===== src/rtl/core/delta_copy_address_cache_macros.svh =====
// Assertion macros for the copy address cache.
`ifndef DELTA_COPY_ADDRESS_CACHE_MACROS_SVH
`define DELTA_COPY_ADDRESS_CACHE_MACROS_SVH

`ifndef SYNTHESIS

// Same-cycle implication, off while reset is low.
`define DCAC_ASSERT_IMP(lbl, c, r, ante, cons, msg) \
  lbl: assert property (@(posedge c) disable iff (!r) (ante) |-> (cons)) \
    else $error(msg);

// Next-cycle implication, off while reset is low.
`define DCAC_ASSERT_NXT(lbl, c, r, ante, cons, msg) \
  lbl: assert property (@(posedge c) disable iff (!r) (ante) |=> (cons)) \
    else $error(msg);

// Next-cycle implication that also holds across reset.
`define DCAC_ASSERT_NXT_ALWAYS(lbl, c, ante, cons, msg) \
  lbl: assert property (@(posedge c) (ante) |=> (cons)) \
    else $error(msg);

`else

`define DCAC_ASSERT_IMP(lbl, c, r, ante, cons, msg)
`define DCAC_ASSERT_NXT(lbl, c, r, ante, cons, msg)
`define DCAC_ASSERT_NXT_ALWAYS(lbl, c, ante, cons, msg)

`endif

`endif


===== src/rtl/core/dcac_pkg.sv =====
package dcac_pkg;

  localparam int NEAR_SLOTS_DEF  = 8;
  localparam int SAME_BLOCKS_DEF = 4;

  localparam int BLOCK_ENTRIES = 256;
  localparam int BLOCK_SHIFT   = 8;

  localparam int WORD_W     = 32;
  localparam int MODE_W     = 4;
  localparam int NEAR_CFG_W = 4;
  localparam int SAME_CFG_W = 3;
  localparam int CFG_IDX_W  = 1;
  localparam int CFG_DATA_W = 4;

  localparam logic [MODE_W-1:0] MODE_SELF       = 4'd0;
  localparam logic [MODE_W-1:0] MODE_HERE       = 4'd1;
  localparam logic [MODE_W-1:0] FIRST_NEAR_MODE = 4'd2;

  localparam logic [NEAR_CFG_W-1:0] NEAR_SIZE_RST = 4'd4;
  localparam logic [SAME_CFG_W-1:0] SAME_SIZE_RST = 3'd3;

  typedef enum logic [CFG_IDX_W-1:0] {
    CFG_NEAR_SIZE = 1'b0,
    CFG_SAME_SIZE = 1'b1
  } cfg_reg_t;

  typedef enum logic [2:0] {
    ST_CLEAR,
    ST_IDLE,
    ST_ADDR,
    ST_MUL_Q,
    ST_MUL_QS,
    ST_COMMIT
  } state_t;

  typedef struct packed {
    logic clear;
    logic load;
    logic decode;
    logic mul_q;
    logic mul_qs;
    logic commit;
  } cmd_t;

  typedef struct packed {
    logic clear_last;
    logic out_free;
  } sts_t;

endpackage


===== src/rtl/core/dcac_ctrl.sv =====
module dcac_ctrl (
  input  logic              clk,
  input  logic              rst_n,
  input  logic              in_tvalid,
  output logic              in_tready,
  input  dcac_pkg::sts_t    sts,
  output dcac_pkg::cmd_t    cmd
);

  dcac_pkg::state_t state_r;
  dcac_pkg::state_t state_nxt;

  always_ff @(posedge clk) begin
    if (!rst_n) begin
      state_r <= dcac_pkg::ST_CLEAR;
    end else begin
      state_r <= state_nxt;
    end
  end

  always_comb begin
    state_nxt = state_r;
    cmd       = '0;
    in_tready = 1'b0;
    unique case (state_r)
      dcac_pkg::ST_CLEAR: begin
        cmd.clear = 1'b1;
        if (sts.clear_last) begin
          state_nxt = dcac_pkg::ST_IDLE;
        end
      end
      dcac_pkg::ST_IDLE: begin
        in_tready = 1'b1;
        if (in_tvalid) begin
          cmd.load  = 1'b1;
          state_nxt = dcac_pkg::ST_ADDR;
        end
      end
      dcac_pkg::ST_ADDR: begin
        cmd.decode = 1'b1;
        state_nxt  = dcac_pkg::ST_MUL_Q;
      end
      dcac_pkg::ST_MUL_Q: begin
        cmd.mul_q = 1'b1;
        state_nxt = dcac_pkg::ST_MUL_QS;
      end
      dcac_pkg::ST_MUL_QS: begin
        cmd.mul_qs = 1'b1;
        state_nxt  = dcac_pkg::ST_COMMIT;
      end
      dcac_pkg::ST_COMMIT: begin
        // hold until the output register can take the result
        if (sts.out_free) begin
          cmd.commit = 1'b1;
          state_nxt  = dcac_pkg::ST_IDLE;
        end
      end
      default: begin
        state_nxt = dcac_pkg::ST_CLEAR;
      end
    endcase
  end

endmodule


===== config.mk =====
export PLATFORM = sky130hd
export DESIGN_NAME = dcac_ctrl
export DESIGN_NICKNAME = d
export VERILOG_FILES = /design/src/rtl/core/delta_copy_address_cache_macros.svh /design/src/rtl/core/dcac_pkg.sv /design/src/rtl/core/dcac_ctrl.sv
export SDC_FILE = /design/constraint.sdc
export NUM_CORES = 1
export LEC_CHECK = 0
export BUFFER_PORTS_ARGS = -buffer_cell sky130_fd_sc_hd__buf_2
export CAP_MARGIN = 5
export CORE_AREA = 2 2 39 41
export DETAILED_ROUTE_END_ITERATION = 8
export DIE_AREA = 0 0 41 43
export GPL_TIMING_DRIVEN = 1
export PLACE_DENSITY_LB_ADDON = 0.12
export SLEW_MARGIN = 0
export SYNTH_ARGS = -nofsm -noshare
export SYNTH_HDL_FRONTEND = slang
export SYNTH_SLANG_ARGS = --single-unit

===== constraint.sdc =====
create_clock -name clk -period 0.95 [get_ports clk]
set_input_delay 0.1425 -clock clk [delete_from_list [all_inputs] [get_ports clk]]
set_output_delay 0.1425 -clock clk [all_outputs]
set_load 0.05 [all_outputs]

==> results of run 1 <==
==> layer usage <==
metal	vias up	global-route usage [%]	wire length, um
li1	136	-	-
met4	0	10.0	0
met1	124	8.33	245
met2	7	13.8	378
met5	-	0	0
met3	0	1.57	27
==> critical path: stages, from the launching register on <==
cell,delay (ps)
dfxtp_4,340
and2b_2,240
and3_4,190
buf_8,140
==> cells by family after synthesis <==
kind of cell / synth area share (%)
simple gates: 46.4
buf+inv: 1.81
flops: 28.9
compound gates: 22.9
==> metrics by stage <==
stage	utilization, %	worst slack (ps)
global route	40.3	-370
finish	40.3	-338
global placement	29.5	-170
floorplan	-	-85.3
CTS	38.9	-346
detailed placement	29.5	-187
==> cell usage after synthesis, drive strengths merged <==
master  number  area share [%]
inv          1             1.8
o21bai       1             3.6
a21o         1             4.2
nand2b       1             3.0
o21a         1             3.6
and2b        1             3.6
dfxtp        3              29
a21oi        1             4.2
and3         2             6.0
nor3         2             4.8
and2         2             7.2
nor3b        1             6.0
a211oi       1             3.6
a21boi       1             3.6
nor2b        4              16
==> where the power goes <==
part / total [mW] / internal (mW) / switching (mW)
Combinational: 0.330 / 0.173 / 0.158
Sequential: 0.150 / 0.135 / 0.0156
Clock: 0.222 / 0.157 / 0.0643
==> final cells by class <==
| type | instances | area [um2] | area share (%) |
|---|---|---|---|
| Clock buffer | 4 | 26.3 | 4.71 |
| Inverter | 1 | 6.26 | 1.12 |
| Multi-Input combinational cell | 19 | 204 | 36.5 |
| Sequential cell | 3 | 71.3 | 12.8 |
| Tap cell | 16 | 20.0 | 3.59 |
| Timing Repair Buffer | 23 | 230 | 41.3 |
==> worst max path at each step <==
stage | start | to | slack, ps | cells past startpoint
global placement | state_r[1]$_SDFFE_PN0P_ | cmd[4] | -170 | 3
floorplan | state_r[2]$_SDFFE_PN0P_ | cmd[1] | -90 | 2
finish | state_r[1]$_SDFFE_PN0P_ | cmd[0] | -340 | 3
detailed placement | state_r[1]$_SDFFE_PN0P_ | cmd[4] | -190 | 3
CTS | state_r[1]$_SDFFE_PN0P_ | cmd[0] | -350 | 3
global route | state_r[1]$_SDFFE_PN0P_ | cmd[0] | -370 | 3
==> timing repair <==
action | CTS | global route
setup buffers | 3 | 1
gates cloned | 0 | 0
pin swaps | 5 | 3
resized for setup | 23 | 5
endpoints found under the setup margin | 9 | 10
==> flow_summary_export.csv, run 1 <==
group,metric,value,unit
sta,finalHoldViolCount,0,
sta,hold_slack,136,ps
place,routabilityCongestion,0.635,
layout,syn2layout_area_growth,169,%
detailed_routing,drt-pass1-iter-count,1,
detailed_routing,drcViolationCount,0,
setup_path,cp.arrival,1150,ps
die,io_pins,12,
sta,worst_pin_slew,226,ps
sta,drv_slew,0,
clocking,cts-root-buf,"clkbuf_4",
logic_synthesis,yosysWarnings,0,
sta,rsz0062_at_grt,"yes",
logic_synthesis,syn_nets,28,
global_routing,grt_max_degree,7,
clocking,clkTransAtPathRegs,40,ps
layout,final_cell_area,558,um2
layout,fin_cells,66,
place,placed_area,408,um2
detailed_routing,ant_nets,0,
setup_path,critical_path_class,"register to primary output",
setup_path,start_kind,"register",
logic_synthesis,ys_types,17,
global_routing,grt_pass1_wl,986,um
run,drv_cap,0,
global_routing,first_global_vias,277,
sta,period_minus_slack,1290,ps
sta,max_freq,777,MHz
power,finalPower,0.702,mW
setup_path,r2r_end,"state_r[1]$_SDFFE_PN0P_",
layout,fin_nets,56,
clocking,htree_num_levels,1,
clocking,numCtsBuffers,3,
layout,final_common_cell,"buf_6",
sta,fin_crit_sh,136,%
power,p_per_area,1260,nW/um2
setup_path,critical_path_peak_fanout,5,
die,row_count,14,
clocking,clk_latency,230,ps
power,leakage,0.241,nW
sta,fin_ws,-338,ps
clocking,cts_hold_buf,0,
place,io_buffers,11,
setup_path,reg2reg_depth,5,
setup_path,cp.required,810,ps
die,die-area,1760,um2
clocking,cts_num_sinks,3,
sta,clock-skew-final,0.764,ps
detailed_routing,wl_per_cell,9.86,um
logic_synthesis,syn-cell-area,208,um2
die,die_h,43,um
layout,num_antenna_cells,0,
layout,drive_gt1_share,88.0,%
logic_synthesis,postSynthCellCount,23,
die,initial_core_util,15.0,%
sta,tns,-2200,ps
setup_path,critical_path.endpoint_type,"primary output",
power,peakVddDrop,0.436,mV
place,dp_cells,59,
sta,setup_violations,9,
die,core,1380,um2
logic_synthesis,ys_ff_latch,3,
layout,fillers,147,
setup_path,reg2reg_from,"state_r[1]$_SDFFE_PN0P_",
global_routing,grt-ovfl-total,0,
min_path,holdPathStages,2,
global_routing,grt_antenna_before_repair,0,
clocking,cts_tree,"done",
layout,reg_top3,"state_r (3)",
min_path,hp-class,"primary input to register",
logic_synthesis,syn_avg_cell_area,9.03,um2
setup_path,rrSetupSlack,-170,ps
detailed_routing,num_vias,267,
layout,final_cell_mix,"10 x buf_6, 5 x buf_4, 4 x buf_2, 4 x buf_8",
global_routing,grtUsageTotal,8.83,%
layout,largest_reg_flops,3,
sta,max-slew-margin-rel,84.9,%
min_path,hold_end,"state_r[2]$_SDFFE_PN0P_",
min_path,hold_start,"rst_n",
run_status,violations,"setup timing",
detailed_routing,first_iter_violations,0,
layout,regMostFlops,"state_r",
run_status,status,"complete, but fails checks",
clocking,clk_path_buf_depth,2,
detailed_routing,viasPerCell,4.05,
die,die_w,41,um
logic_synthesis,ys_seq_area_share,28.9,%
detailed_routing,wl,651,um
Note: power is estimated with default switching activity, not from simulation.
==> run 2, diff against run 1 <==
--- a/config.mk
+++ b/config.mk
@@ -11,7 +11,7 @@
 export DETAILED_ROUTE_END_ITERATION = 8
 export DIE_AREA = 0 0 41 43
 export GPL_TIMING_DRIVEN = 1
-export PLACE_DENSITY_LB_ADDON = 0.12
+export PLACE_DENSITY = 0.39
 export SLEW_MARGIN = 0
 export SYNTH_ARGS = -nofsm -noshare
 export SYNTH_HDL_FRONTEND = slang
==> flow_summary_export.csv, run 2 (synthesis gave the netlist of run 1 again) <==
group,metric,value,unit
run,drv_cap,0,
die,io_pins,12,
clocking,clk_latency,230,ps
layout,drive_gt1_share,89.8,%
layout,final_common_cell,"buf_6",
global_routing,grt_pass1_wl,1.01,mm
detailed_routing,wl,635,um
power,peakVddDrop,0.620,mV
power,leakage,0.245,nW
sta,rsz0062_at_grt,"yes",
run_status,violations,"setup timing",
clocking,cts_hold_buf,0,
sta,hold_slack,140,ps
die,core,1380,um2
place,io_buffers,11,
sta,fin_ws,-332,ps
place,routabilityCongestion,0.636,
global_routing,grt_antenna_before_repair,0,
sta,setup_violations,9,
sta,period_minus_slack,1280,ps
detailed_routing,first_iter_violations,0,
sta,clock-skew-final,2.94,ps
setup_path,cp.required,810,ps
detailed_routing,drcViolationCount,0,
global_routing,first_global_vias,258,
detailed_routing,num_vias,267,
clocking,clkTransAtPathRegs,40,ps
clocking,cts_tree,"done",
layout,utilization,41.0,%
clocking,numCtsBuffers,3,
clocking,cts-root-buf,"clkbuf_4",
global_routing,grt-ovfl-total,0,
sta,max_freq,780,MHz
detailed_routing,ant_nets,0,
place,dp_cells,57,
run_status,status,"complete, but fails checks",
setup_path,critical_path.endpoint_type,"primary output",
layout,fin_nets,55,
layout,syn2layout_area_growth,173,%
die,die-area,1760,um2
min_path,hp-class,"primary input to register",
die,die_w,41,um
clocking,cts_num_sinks,3,
global_routing,grtUsageTotal,8.94,%
layout,regMostFlops,"state_r",
detailed_routing,drt-pass1-iter-count,1,
sta,worst_pin_slew,183,ps
global_routing,grt_max_degree,6,
layout,final_cell_mix,"8 x buf_6, 5 x buf_4, 4 x buf_2, 4 x buf_8",
place,dp_slack,-195,ps
layout,fin_cells,65,
sta,max-slew-margin-rel,87.7,%
clocking,clk_path_buf_depth,2,
detailed_routing,wl_per_cell,9.77,um
die,initial_core_util,15.0,%
setup_path,start_kind,"register",
sta,fin_crit_sh,135,%
die,die_h,43,um
layout,largest_reg_flops,3,
layout,reg_top3,"state_r (3)",
layout,num_antenna_cells,0,
sta,drv_slew,0,
die,row_count,14,
clocking,htree_num_levels,1,
power,p_per_area,1270,nW/um2
detailed_routing,viasPerCell,4.11,
sta,finalHoldViolCount,0,
setup_path,critical_path_peak_fanout,4,
setup_path,cp.arrival,1140,ps
setup_path,critical_path_class,"register to primary output",
sta,tns,-2240,ps
run 2: cell count changes in the layout (fill, tap and decap cells not counted), sizes merged:
cell  change
buf       -1
run 2: worst paths after layout:
path / from / to / slack, ps / depth (start not counted)
max: state_r[1]$_SDFFE_PN0P_ / cmd[0] / -330 / 3
min: rst_n / state_r[2]$_SDFFE_PN0P_ / 140 / 2
max reg2reg: state_r[1]$_SDFFE_PN0P_ / state_r[1]$_SDFFE_PN0P_ / -270 / 6
min reg2reg: state_r[2]$_SDFFE_PN0P_ / state_r[1]$_SDFFE_PN0P_ / 570 / 2
run 2: layout make-up:
class / count / area [um2]
inverters: 1 / 6.26
well taps: 16 / 20.0
multi-input cells: 19 / 215
flip-flops and latches: 3 / 71.3
clock buffers: 4 / 26.3
repair buffers: 22 / 228
fillers: 146 / 817
run 2: power by group:
group / total [mW] / leakage [nW] / switching (mW) / internal, mW
clock network: 0.225 / 0.0150 / 0.0677 / 0.158
registers: 0.148 / 0.0267 / 0.0130 / 0.135
logic: 0.349 / 0.203 / 0.164 / 0.185
total: 0.722 / 0.245 / 0.245 / 0.477
run 2: worst max-delay path, stage by stage (launching register included):
cell	delay [ps]
dfxtp_4	340
and2b_2	240
and3_4	190
buf_8	140
run 2: through the flow:
step | area, um2 | total power, mW
floorplan | 265 | 0.317
global placement | 405 | 0.403
detailed placement | 405 | 0.407
CTS | 544 | 0.709
global route | 567 | 0.759
finish | 567 | 0.722
run 2: repair_timing:
item	4_1_cts	5_1_grt
resized for setup	25	4
endpoints found under the hold margin	0	0
setup buffers	3	2
endpoints found under the setup margin	9	10
pin swaps	6	6
run 2: routing by layer:
layer  up-vias  share of wire [%]  GRT usage (%)  wire length [um]
li1        132                  -              -                 -
met1       124                 36           10.0               226
met2        11                 55           13.1               350
met3         0                9.0           5.24                57
met4         0                  0           4.00                 0
met5         -                  0              0                 0
